## config.mk

```make
export PLATFORM = sky130hd
export DESIGN_NAME = lebm_front
export DESIGN_NICKNAME = d
export VERILOG_FILES = /design/src/design/lebm_pkg.sv /design/src/design/lebm_front.sv
export SDC_FILE = /design/constraint.sdc
export NUM_CORES = 1
export LEC_CHECK = 0
export BUFFER_PORTS_ARGS = -buffer_cell sky130_fd_sc_hd__buf_2
export CAP_MARGIN = 30
export CORE_MARGIN = 2
export CORE_UTILIZATION = 49
export CTS_CLUSTER_DIAMETER = 100
export CTS_CLUSTER_SIZE = 20
export DETAILED_ROUTE_END_ITERATION = 10
export GPL_ROUTABILITY_DRIVEN = 0
export MAX_ROUTING_LAYER = met4
export PLACE_DENSITY = 0.84
export SYNTH_ARGS = -nofsm -noshare
export SYNTH_HDL_FRONTEND = slang
export SYNTH_SLANG_ARGS = --single-unit
```

## constraint.sdc

```tcl
create_clock -name i_clk -period 6.42 [get_ports i_clk]
set_input_delay 0.321 -clock i_clk [delete_from_list [all_inputs] [get_ports i_clk]]
set_output_delay 0.321 -clock i_clk [all_outputs]
set_load 0.1 [all_outputs]
```

## src/design/lebm_pkg.sv

```systemverilog
`default_nettype none

package lebm_pkg;

    // Default memory size in bytes
    localparam int unsigned MemBytesDef = 65536;

    // Banks across one row, one byte each
    localparam int unsigned NumBanks = 8;

    // Operation codes
    localparam logic OpLoad  = 1'b0;
    localparam logic OpStore = 1'b1;

    // Fault codes
    localparam logic [1:0] FaultNone  = 2'd0;
    localparam logic [1:0] FaultLoad  = 2'd1;
    localparam logic [1:0] FaultStore = 2'd2;

    // Supported access sizes in bits
    localparam logic [7:0] Size8  = 8'd8;
    localparam logic [7:0] Size16 = 8'd16;
    localparam logic [7:0] Size32 = 8'd32;
    localparam logic [7:0] Size64 = 8'd64;

    // Incoming request
    typedef struct packed {
        logic        opcode;
        logic [63:0] address;
        logic [7:0]  size_bits;
        logic [63:0] store_data;
    } t_req;

    // Delivered result
    typedef struct packed {
        logic [63:0] read_data;
        logic [1:0]  fault;
    } t_rsp;

    // Classified command passed from front to back
    typedef struct packed {
        logic        is_store;
        logic [1:0]  fault;
        logic [3:0]  nbytes;
        logic [63:0] addr;
        logic [63:0] data;
    } t_cmd;

    // Back-end sequencer states
    typedef enum logic {
        BkClear,
        BkRun
    } t_back_state;

endpackage

`default_nettype wire

```

## src/design/lebm_front.sv

```systemverilog
`default_nettype none

module lebm_front
    import lebm_pkg::*;
#(
    parameter int unsigned MEM_BYTES = MemBytesDef
) (
    input  wire logic i_clk,
    input  wire logic i_rst_n,
    input  wire logic i_push,
    input  wire t_req i_req,
    output logic      o_full,
    input  wire logic i_clearing,
    output logic      o_cmd_valid,
    output t_cmd      o_cmd,
    input  wire logic i_cmd_pop
);

    logic [3:0]  w_nbytes;
    logic        w_size_ok;
    logic [64:0] w_end;
    logic        w_oob;
    t_cmd        w_cmd;
    logic        w_push;

    t_cmd        r_q [2];
    logic        r_wr;
    logic        r_rd;
    logic [1:0]  r_cnt;
    logic [1:0]  n_cnt;

    // Decode size into a byte count
    always_comb begin
        w_nbytes  = 4'd0;
        w_size_ok = 1'b1;
        case (i_req.size_bits)
            Size8:   w_nbytes = 4'd1;
            Size16:  w_nbytes = 4'd2;
            Size32:  w_nbytes = 4'd4;
            Size64:  w_nbytes = 4'd8;
            default: w_size_ok = 1'b0;
        endcase
    end

    // Check bounds without address wrap
    assign w_end = {1'b0, i_req.address} + {61'd0, w_nbytes};
    assign w_oob = w_end > 65'(MEM_BYTES);

    // Build the classified request
    always_comb begin
        w_cmd          = '0;
        w_cmd.is_store = (i_req.opcode == OpStore);
        w_cmd.nbytes   = w_nbytes;
        w_cmd.addr     = i_req.address;
        w_cmd.data     = i_req.store_data;
        if (!w_size_ok || w_oob) begin
            w_cmd.fault = (i_req.opcode == OpStore) ? FaultStore : FaultLoad;
        end else begin
            w_cmd.fault = FaultNone;
        end
    end

    assign o_full = (r_cnt == 2'd2) || i_clearing;
    assign w_push = i_push && !o_full;

    // Hold classified requests in a two-entry queue
    always_ff @(posedge i_clk) begin
        if (w_push) begin
            r_q[r_wr] <= w_cmd;
        end
    end

    always_comb begin
        n_cnt = r_cnt;
        if (w_push && !i_cmd_pop) begin
            n_cnt = r_cnt + 2'd1;
        end else if (!w_push && i_cmd_pop) begin
            n_cnt = r_cnt - 2'd1;
        end
    end

    // Advance pointers
    always_ff @(posedge i_clk) begin
        if (!i_rst_n) begin
            r_wr  <= 1'b0;
            r_rd  <= 1'b0;
            r_cnt <= 2'd0;
        end else begin
            r_cnt <= n_cnt;
            if (w_push) begin
                r_wr <= ~r_wr;
            end
            if (i_cmd_pop) begin
                r_rd <= ~r_rd;
            end
        end
    end

    assign o_cmd_valid = (r_cnt != 2'd0);
    assign o_cmd       = r_q[r_rd];

endmodule

`default_nettype wire

```

======== Word-level counts from Yosys, hierarchy flattened ========
Memory sizes are Yosys's and may differ from the RTL's. A register that Yosys moved wholly into a read port is not among the register bits.
Cells that the tools add are included.
word-level totals
  bits in writable memories ............... 270
  output and inout bits ................... 137
  input bits .............................. 142
  memories ................................ 1
  bits in registers ....................... 4
  word-level logic and storage cells ...... 37
memories
  name  words  bits a word  rd ports  clocked after Yosys merged registers in  wr ports  RTL line          source
  r_q   2      135          1         1                                        1         lebm_front.sv:26  t_cmd r_q [2];
operators by class
  equal/unequal tests ..................... 5
  reductions and logical operators ........ 12
  bitwise gates (word level) .............. 2
  order comparisons ....................... 1
  $add $sub $neg .......................... 3
  mux-type cells .......................... 10
operators by type and width
  cell                                                             count
  adder 64 x 4 -> 65 bit                                           1
  greater-than comparator 65 x 17 -> 1 bit, second input constant  1
  one-hot mux 4 bit (4 select lines)                               1
  equality test 8 x 4 -> 1 bit, second input constant              1
  equality test 8 x 5 -> 1 bit, second input constant              1
  equality test 8 x 6 -> 1 bit, second input constant              1
  equality test 8 x 7 -> 1 bit, second input constant              1
  two-way mux 2 bit                                                4
  two-way mux 1 bit                                                5
  zero test 1 bit                                                  4
  nonzero test 2 bit                                               2
  OR reduction 4 bit                                               1
  logical AND 1 bit                                                3
  adder 2 x 1 -> 2 bit, second input constant                      1
  equality test 2 bit, second input constant                       1
  logical OR 1 bit                                                 2
  inverter 1 bit                                                   2
  subtractor 2 x 1 -> 2 bit, second input constant                 1

======== Depth between registers and ports, before layout ========
Gate-level depths: netlist (run 1).
  word-level depth ........................ 8
  gate-level depth with buffers ........... 13
  depth with buffers taken out ............ 13

======== Least setup slack after synthesis (run 1) ========
Ideal clock, no wire load.
  path kind ............................... register -> register
  start ................................... reg r_cnt[0]
  end ..................................... mem r_q[0][0] in the netlist's numbering (enable)
  data arrival time ....................... 6.344 ns
  setup time .............................. 0.632 ns
  slack ................................... -0.556 ns
  cell stages (with the launch flop) ...... 5
  required time ........................... 5.788 ns
  buffers on the path ..................... 0
  period minus slack after synthesis ...... 6.976 ns
  path through ............................ dfxtp_1 -> inv_1 -> a21oi_1 -> nand2_1 -> nor2_1
on the way
  word-level cells in the longest chain between the ends .. 6
ends and longest elaborated chain
  what                                     RTL line          source
  from (decl)                              lebm_front.sv:29  logic [1:0] r_cnt;
  from (signal assigned)                   lebm_front.sv:89  r_cnt <= n_cnt;
  equality test 2 bit                      lebm_front.sv:63  assign o_full = (r_cnt == 2'd2) || i_clearing;
  logical OR 1 bit                         lebm_front.sv:63
  zero test 1 bit                          lebm_front.sv:64  assign w_push = i_push && !o_full;
  logical AND 1 bit                        lebm_front.sv:64
  two-way mux 1 bit                        lebm_front.sv:68  if (w_push) begin
  two-way mux 1 bit (implied by the code)  lebm_front.sv:69  r_q[r_wr] <= w_cmd;
  to (decl)                                lebm_front.sv:26
No other way between the ends.

==> results.py, run 1 <==
metrics = {
    "logic_synthesis": {
        "synth_top_area_share_pct": 66.0,
        "avgSynthCellArea_um2": 15.2,
        "synth_compound_area_share_pct": 4.28,
        "yosys.area_share.adder_pct": 0.672,
        "synth_simple_gate_area_share_pct": 12.3,
        "synth_top_area_cell": "edfxtp_1",
        "synth_edf_count": 270,
        "synthMuxAreaShare_pct": 12.8,
        "synth_top_family_by_area": "multiplexers",
        "synth_area_leaders": "edfxtp_1 (66%), mux2_2 (13%), nand4_1 (1.7%)",
        "synthCells": 807,
        "yosys-top-cells-count": "edfxtp_1 (270), mux2_2 (137), nand2_1 (35), nor2_1 (34), nand4_1 (33)",
        "yosys_register_bits": 275,
        "ys_seq_area_share_pct": 66.8,
        "async_flop_share_pct": 0,
        "synth_xor_area_share_pct": 1.28,
        "yosys_warnings": 0,
        "syn_nets": 955,
        "ys.flop_type": "edfxtp_1",
        "syn_area_mm2": 0.0123,
        "post-synth-top-count-cell": "edfxtp_1",
        "ys_types": 71,
    },
    "place": {
        "hpwlAfterDp_mm": 20.7,
        "portBuffers": 278,
        "placed_cell_area_mm2": 0.0140,
        "pre_cts_slack_ps": 1680,
        "dp.cells": 1384,
    },
    "final_layout": {
        "syn2layout_area_growth_pct": 18.2,
        "fillers": 1920,
        "regArea_mm2": 0.00821,
        "antenna_cells": 0,
        "utilization_pct": 59.3,
        "fin_nets": 1231,
        "drive_gt1_share_pct": 43.1,
        "finish.instance_area_mm2": 0.0145,
        "multiInputGateArea_mm2": 0.00386,
        "fin_cells": 1411,
    },
    "cts": {
        "cts_tree": "built",
        "cts_resized": 0,
        "postCtsSetupRepairBufs": 0,
        "clk_pin_slew_worst_paths_ps": 80,
        "numCtsBuffers": 17,
        "clk_path_buf_depth": 3,
        "cts_root_buffer": "clkbuf_16",
        "htreeDepth": 1,
        "cts_sinks": 275,
        "clkLatencyLatePin_ps": 490,
        "postCtsHoldBufs": 3,
    },
    "floorplanning": {
        "die_x_um": 162,
        "ioPinCount": 279,
        "fp-row-count": 57,
        "core-area_mm2": 0.0245,
        "initial_core_util_pct": 50.2,
        "die_h_um": 162,
        "fp.dieArea_mm2": 0.0263,
    },
    "route": {
        "routed_wl_mm": 29.6,
        "vias": 8358,
        "drt-wirelength-per-cell_um": 21.0,
        "firstDrtPassIters": 5,
        "vias_per_cell": 5.92,
        "drc": 0,
        "final_antenna_net_count": 0,
        "drtIter0Drc": 875,
    },
    "critical_path": {
        "cp_top_family": "simple AND/OR/NAND/NOR gates",
        "slowest_delay_ps": 690,
        "slowest_stage": "nor4_1",
        "critical_path_buf_inv_count": 1,
        "worstPathRequired_ps": 6640,
        "startpoint_type": "primary input",
        "endpoint_kind": "flip-flop",
        "reg2reg_from": "r_cnt[0]",
        "r2r-end": "r_q[1][88]",
        "critical_path.cell_chain": "buf_2 -> or4_1 -> nor4_1 -> fa_1 -> a211oi_1 -> nor2_1 -> nand3_1 -> nor3_1 -> nand4_1 -> a2111o_1 -> a2111oi_2 -> a21boi_1",
        "rrSetupSlack_ps": 3990,
        "crit_arrival_ps": 4560,
        "worstSetupPathType": "primary input to flip-flop",
        "reg2regPathDepth": 4,
        "path_max_fanout": 10,
    },
    "timing": {
        "final.period_utilization_pct": 67.6,
        "clock_skew_ps": 19.8,
        "setup_viol": 0,
        "maxSlewHeadroom_pct": 39.5,
        "tns_ps": 0,
        "hold_viol": 0,
        "rsz0062_at_grt": "false",
        "fmax_mhz": 230,
        "finalCriticalPeriod_ps": 4340,
        "maxSlewViolCount": 0,
        "holdWs_ps": 21.6,
        "worst_pin_slew_ps": 907,
        "layout_setup_ws_ps": 2080,
    },
    "power_and_ir_drop": {
        "sw_frac_of_total_pct": 34.0,
        "finalPower_mw": 4.18,
        "pwr-share-comb_pct": 25.8,
        "internal_power_mw": 2.76,
        "pwr-share-clk_pct": 24.3,
        "p_leak_nw": 5.14,
        "seq_power_share_pct": 49.9,
        "power_density_mw_per_mm2": 288,
        "vdd_drop_max_mv": 0.232,
        "p_sw_mw": 1.42,
    },
    "min_path": {
        "hold_end": "r_q[1][39]",
        "min_path_cells": 1,
        "min_path_type": "primary input to flip-flop",
        "holdCritStartpoint": "i_req[39]",
    },
    "grt": {
        "track_usage_pct": 22.3,
        "grt_pass1_wl_mm": 44.4,
        "grt_max_degree": 71,
        "antenna_found_initial": 0,
        "gr-total-overflow": 0,
        "first_global_vias": 8244,
    },
    "job": {
        "cap_violations": 0,
    },
    "outcome": {
        "status": "completed",
    },
}
cells by family (layout without fill, tap and decap cells):
logic type / after synthesis / count (layout)
DFF: 275 / 275
and+or+nand+nor: 251 / 251
buffers and inverters: 45 / 325
AOI/OAI and AO/OA: 72 / 72
muxes: 140 / 140
xor gates and xnor gates: 18 / 18
adders and majority gates: 6 / 6
cell type report:
class                      instances  share of cell area (%)
timing repair buffer             288                    10.6
clock inverter                     1                  0.0517
tap                              324                    2.79
multi-input combinational        487                    26.6
inverter                          14                   0.362
clock buffer                      22                    3.06
sequential                       275                    56.6
layout by cell type, fill, tap and decap left out, types with 16 or more instances in the layout:
master     Yosys  final
nand3_1       27     27
nand2_1       35     35
clkbuf_16      0     17
nor4_1        23     23
buf_2          3    278
edfxtp_1     270    270
mux2_2       137    137
nor3_1        16     16
nand4_1       33     33
nor2_1        34     33
worst max path at each step:
stage                         start           to  slack [ps]  depth (start not counted)
final                     i_req[65]  r_q[1][133]        2080                         12
after global routing      i_req[65]  r_q[1][133]        1660                         12
after CTS                 i_req[65]  r_q[1][133]        2200                         12
after detailed placement  i_req[65]  r_q[0][133]        1680                         12
after global placement    i_req[65]  r_q[0][132]        1890                         12
after floorplan            r_cnt[0]    r_q[0][0]        1730                          4
registers in the layout, summed over array words and instances (netlist names), named ones only:
register  flops
r_cnt         2
r_q         270
r_wr          1
r_rd          1
metal layers:
layer	up-vias	routed length [µm]	GRT usage [%]
met5	-	0	-
met4	0	982	7.04
met3	88	2220	2.89
met2	428	14200	37.2
met1	4058	12200	28.8
li1	3784	-	-
power by group through the flow:
stage          clock network [mW]  logic [mW]  registers, mW
2_1_floorplan                   0       0.871           2.12
3_3_place_gp                    0        1.05           2.14
3_5_place_dp                    0        1.07           2.13
4_1_cts                      1.05        1.08           2.09
5_1_grt                      1.11        1.12           2.09
6_report                     1.02        1.08           2.09
(Power assumes the default switching activity.)
==> inputs of run 2 (changes only) <==
clock period = 3.56 ns   (was 6.42 ns; I/O delays follow)
==> results.py, run 2 (synthesis gave the netlist of run 1 again) <==
metrics = {
    "route": {
        "drtIter0Drc": 1001,
        "drt-wirelength-per-cell_um": 20.7,
        "final_antenna_net_count": 0,
        "firstDrtPassIters": 5,
        "vias": 8925,
        "vias_per_cell": 5.74,
        "drc": 0,
        "routed_wl_mm": 32.1,
    },
    "grt": {
        "first_global_vias": 8900,
        "gr-total-overflow": 0,
        "grt_max_degree": 73,
        "track_usage_pct": 24.4,
        "antenna_found_initial": 0,
        "grt_pass1_wl_mm": 48.9,
    },
    "timing": {
        "maxSlewHeadroom_pct": 45.5,
        "worst_pin_slew_ps": 818,
        "finalCriticalPeriod_ps": 3420,
        "maxSlewViolCount": 0,
        "final.period_utilization_pct": 96.2,
        "fmax_mhz": 292,
        "clock_skew_ps": 21.4,
        "hold_viol": 0,
        "setup_viol": 0,
    },
    "cts": {
        "clk_pin_slew_worst_paths_ps": 80,
        "clk_path_buf_depth": 3,
        "htreeDepth": 1,
        "cts_root_buffer": "clkbuf_16",
        "cts_sinks": 275,
        "postCtsSetupRepairBufs": 0,
        "numCtsBuffers": 17,
        "cts_tree": "built",
        "clkLatencyLatePin_ps": 500,
    },
    "final_layout": {
        "largest_registers": "r_q (270), r_cnt (2)",
        "top_register": "r_q",
        "antenna_cells": 0,
        "final_common_cell": "buf_2",
        "layout_common_cells": "buf_2 (278), edfxtp_1 (270), mux2_2 (137)",
        "largest_register_ffs": 270,
        "fin_nets": 1371,
        "fin_cells": 1554,
        "drive_gt1_share_pct": 41.7,
        "syn2layout_area_growth_pct": 29.5,
        "utilization_pct": 65.0,
    },
    "outcome": {
        "status": "completed",
    },
    "critical_path": {
        "slowest_delay_ps": 570,
        "cp_top_family": "simple AND/OR/NAND/NOR gates",
        "endpoint_kind": "flip-flop",
        "critical_path_buf_inv_count": 2,
        "crit_arrival_ps": 3660,
        "slowest_stage": "or4_4",
        "worstPathRequired_ps": 3800,
        "worstSetupPathType": "primary input to flip-flop",
        "reg2regPathDepth": 4,
        "startpoint_type": "primary input",
        "path_max_fanout": 4,
        "critical_path.cell_chain": "buf_2 -> or4_4 -> buf_4 -> nor2_2 -> ha_1 -> fa_2 -> a211oi_1 -> or4_1 -> or3_1 -> nor4_2 -> xnor2_1 -> o2111ai_1 -> a2111oi_4 -> a21boi_1",
        "crit_cells": 14,
    },
    "floorplanning": {
        "fp-row-count": 57,
        "fp.dieArea_mm2": 0.0263,
        "ioPinCount": 279,
        "initial_core_util_pct": 50.2,
        "core-area_mm2": 0.0245,
        "die_x_um": 162,
        "die_h_um": 162,
    },
    "place": {
        "hpwlAfterDp_mm": 21.5,
        "portBuffers": 278,
        "dp.cells": 1417,
    },
    "power_and_ir_drop": {
        "p_leak_nw": 5.74,
        "vdd_drop_max_mv": 0.364,
        "power_density_mw_per_mm2": 483,
    },
    "job": {
        "cap_violations": 0,
    },
    "min_path": {
        "min_path_cells": 1,
        "min_path_type": "primary input to flip-flop",
    },
}
run 2: changes by cell type in the layout (fill, tap and decap cells not counted), moves of 2 or more:
cell           delta
buf_4            +32
nor4_2            +3
clkbuf_1          +2
dlygate4sd3_1   +108
buf_12            +3
nor2_2            +2
buf_16            -3
a2111oi_0         -2
nor4_1            -4
nor2_1            -2
run 2: path summary, 6_finish.rpt:
| kind | start | endpoint | slack [ps] |
|---|---|---|---|
| hold / removal | i_req[82] | r_q[1][74] | 10 |
| setup reg to reg | r_cnt[0] | r_q[1][112] | 1280 |
| hold reg to reg | r_cnt[1] | r_cnt[1] | 520 |
| setup / recovery | i_req[65] | r_q[0][133] | 140 |
run 2: timing repair:
item	in CTS	in global routing
hold endpoints to repair	224	0
resized for setup	0	4
hold buffers	111	0
setup endpoints to repair	0	4
run 2: area by class of cell:
type	count	area, µm²
well taps	324	405
clock buffers	24	452
repair buffers	428	2830
fillers	1743	8560
multi-input cells	487	3930
inverters	14	52.6
clock inverters	2	16.3
flip-flops and latches	275	8210
run 2: metrics by stage:
step / setup TNS (ps) / power [mW] / hold WS, ps / worst slack (ps) / instance area [µm²]
after floorplan: 0 / 5.39 / 277 / 19.0 / 12300
after global placement: -1340 / 5.76 / 366 / -336 / 14300
after detailed placement: -1550 / 5.78 / 370 / -391 / 14300
after CTS: 0 / 7.72 / 2.84 / 124 / 15900
after global routing: -173 / 7.93 / 4.00 / -44.3 / 15900
final: 0 / 7.69 / 12.1 / 137 / 15900
run 2: where the power goes:
| part | leakage [nW] | internal [mW] | switching (mW) | total [mW] |
|---|---|---|---|---|
| logic | 3.01 | 0.465 | 1.59 | 2.05 |
| registers | 2.51 | 3.72 | 0.0564 | 3.77 |
| clock network | 0.222 | 0.892 | 0.967 | 1.86 |
| total | 5.74 | 5.07 | 2.61 | 7.68 |
run 2: metal layers:
metal	part of all wire [%]	wire length, µm	GRT usage, %
met5	0	0	-
met4	2.2	703	5.15
met3	8.2	2650	4.42
met2	51	16200	43.0
met1	39	12500	29.7
==> inputs of run 3 (changes only) <==
--- a/config.mk
+++ b/config.mk
@@ -15,2 +15,3 @@
 export GPL_ROUTABILITY_DRIVEN = 0
+export GPL_TIMING_DRIVEN = 0
 export MAX_ROUTING_LAYER = met4
==> constraint.sdc (replaced) <==
create_clock -name i_clk -period 3.56 [get_ports i_clk]
set_input_delay 0.712 -clock i_clk [delete_from_list [all_inputs] [get_ports i_clk]]
set_output_delay 0.712 -clock i_clk [all_outputs]
set_load 0.1 [all_outputs]
==> results.py, run 3 (synthesis gave the netlist of run 1 again) <==
metrics = {
    "route": {
        "vias_per_cell": 5.82,
        "firstDrtPassIters": 5,
        "routed_wl_mm": 30.3,
        "drc": 0,
        "final_antenna_net_count": 0,
        "drt-wirelength-per-cell_um": 20.7,
        "vias": 8502,
        "drtIter0Drc": 891,
    },
    "final_layout": {
        "fin_nets": 1275,
        "utilization_pct": 62.3,
        "final_common_cell": "buf_2",
        "largest_register_ffs": 270,
        "syn2layout_area_growth_pct": 24.1,
        "layout_common_cells": "buf_2 (279), edfxtp_1 (270), mux2_2 (137)",
        "top_register": "r_q",
        "finish.instance_area_mm2": 0.0152,
        "largest_registers": "r_q (270), r_cnt (2)",
        "drive_gt1_share_pct": 47.6,
    },
    "critical_path": {
        "slowest_delay_ps": 580,
        "critical_path.cell_chain": "buf_6 -> or4_4 -> nor4_4 -> buf_4 -> ha_4 -> a211o_4 -> and3_4 -> and3_4 -> a2111oi_4 -> and4_4 -> a31oi_4 -> a2111oi_4 -> buf_4 -> a21oi_2",
        "worstPathRequired_ps": 3820,
        "cp_top_family": "simple AND/OR/NAND/NOR gates",
        "critical_path_buf_inv_count": 3,
        "endpoint_kind": "flip-flop",
        "worstSetupPathType": "primary input to flip-flop",
        "path_max_fanout": 5,
        "slowest_stage": "or4_4",
        "startpoint_type": "primary input",
        "crit_arrival_ps": 4040,
    },
    "cts": {
        "clkLatencyLatePin_ps": 510,
        "cts_root_buffer": "clkbuf_16",
        "postCtsHoldBufs": 0,
        "clk_path_buf_depth": 3,
        "numCtsBuffers": 17,
        "cts_tree": "built",
        "clk_pin_slew_worst_paths_ps": 80,
        "cts_sinks": 275,
        "htreeDepth": 1,
    },
    "job": {
        "cap_violations": 0,
    },
    "grt": {
        "antenna_found_initial": 4,
        "track_usage_pct": 22.8,
        "grt_max_degree": 65,
        "gr-total-overflow": 0,
        "grt_pass1_wl_mm": 45.3,
        "first_global_vias": 8332,
    },
    "floorplanning": {
        "die_x_um": 162,
        "fp-row-count": 57,
        "initial_core_util_pct": 50.2,
        "core-area_mm2": 0.0245,
        "fp.dieArea_mm2": 0.0263,
        "ioPinCount": 279,
        "die_h_um": 162,
    },
    "outcome": {
        "failed_checks": "setup timing",
        "status": "complete, but fails checks",
    },
    "timing": {
        "setup_viol": 4,
        "maxSlewHeadroom_pct": 53.6,
        "worst_pin_slew_ps": 694,
        "tns_ps": -882,
        "layout_setup_ws_ps": -224,
        "clock_skew_ps": 17.9,
        "finalCriticalPeriod_ps": 3780,
        "maxSlewViolCount": 0,
        "final.period_utilization_pct": 106,
        "holdWs_ps": 396,
        "hold_viol": 0,
        "fmax_mhz": 264,
        "rsz0062_at_grt": "true",
    },
    "power_and_ir_drop": {
        "p_leak_nw": 5.40,
        "p_sw_mw": 2.61,
        "vdd_drop_max_mv": 0.384,
        "finalPower_mw": 7.63,
        "internal_power_mw": 5.02,
        "power_density_mw_per_mm2": 501,
        "pwr-share-comb_pct": 26.3,
        "sw_frac_of_total_pct": 34.2,
        "pwr-share-clk_pct": 24.5,
        "seq_power_share_pct": 49.2,
    },
    "place": {
        "portBuffers": 278,
        "placed_cell_area_mm2": 0.0144,
        "hpwlAfterDp_mm": 22.0,
    },
    "min_path": {
        "min_path_type": "primary input to flip-flop",
    },
}
-- run 3: changes by cell type in the layout (fill, tap and decap cells not counted), moves of 5 or more --
| cell | previous run | this run |
|---|---|---|
| clkbuf_2 | 0 | 7 |
| clkbuf_1 | 7 | 19 |
| dlygate4sd3_1 | 111 | 0 |
| buf_4 | 36 | 20 |
| buf_16 | 0 | 5 |
-- run 3: layout make-up --
cell class                      instances  area (µm²)
Tap cell                              324         405
Clock inverter                          2        16.3
Clock buffer                           24         452
Timing Repair Buffer                  302        1710
Sequential cell                       275        8210
Antenna cell                            4        10.0
Buffer                                 30         181
Multi-Input combinational cell        487        4200
Fill cell                            1845        9220
Inverter                               14        52.6
-- run 3: layer usage --
layer,track usage [%],share of wire [%],vias to the layer above
met5,-,0,-
met4,5.87,2.7,0
met3,4.67,9.1,67
met2,39.0,49,455
met1,27.8,39,4110
li1,-,-,3870
-- run 3: worst paths after layout --
| path | from | endpoint | slack, ps | cells after the start |
|---|---|---|---|---|
| setup / recovery | i_req[65] | r_q[0][132] | -220 | 14 |
| hold reg to reg | r_cnt[1] | r_cnt[1] | 530 | 2 |
| setup reg to reg | r_cnt[0] | r_q[0][105] | 1320 | 6 |
| hold / removal | i_req[30] | r_q[0][30] | 400 | 1 |
-- run 3: per-stage QoR --
| stage | instances | setup WS, ps |
|---|---|---|
| 2_1_floorplan | 807 | -450 |
| 5_1_grt | 1462 | -271 |
| 4_1_cts | 1449 | -189 |
| 6_report | 1462 | -224 |
| 3_5_place_dp | 1416 | -1500 |
| 3_3_place_gp | 1409 | -1360 |
-- run 3: power groups by stage --
stage / Clock (mW) / Combinational, mW / Sequential, mW
2_1_floorplan: 0 / 1.57 / 3.82
3_3_place_gp: 0 / 1.94 / 3.83
3_5_place_dp: 0 / 1.99 / 3.82
4_1_cts: 1.94 / 2.00 / 3.75
5_1_grt: 2.04 / 2.08 / 3.76
6_report: 1.87 / 2.01 / 3.75
-- run 3: what timing repair did --
item,in CTS,in global routing
pin swaps,10,20
gates resized for setup,30,24
setup endpoints to repair,54,24
gates cloned,0,0
setup buffers,8,9
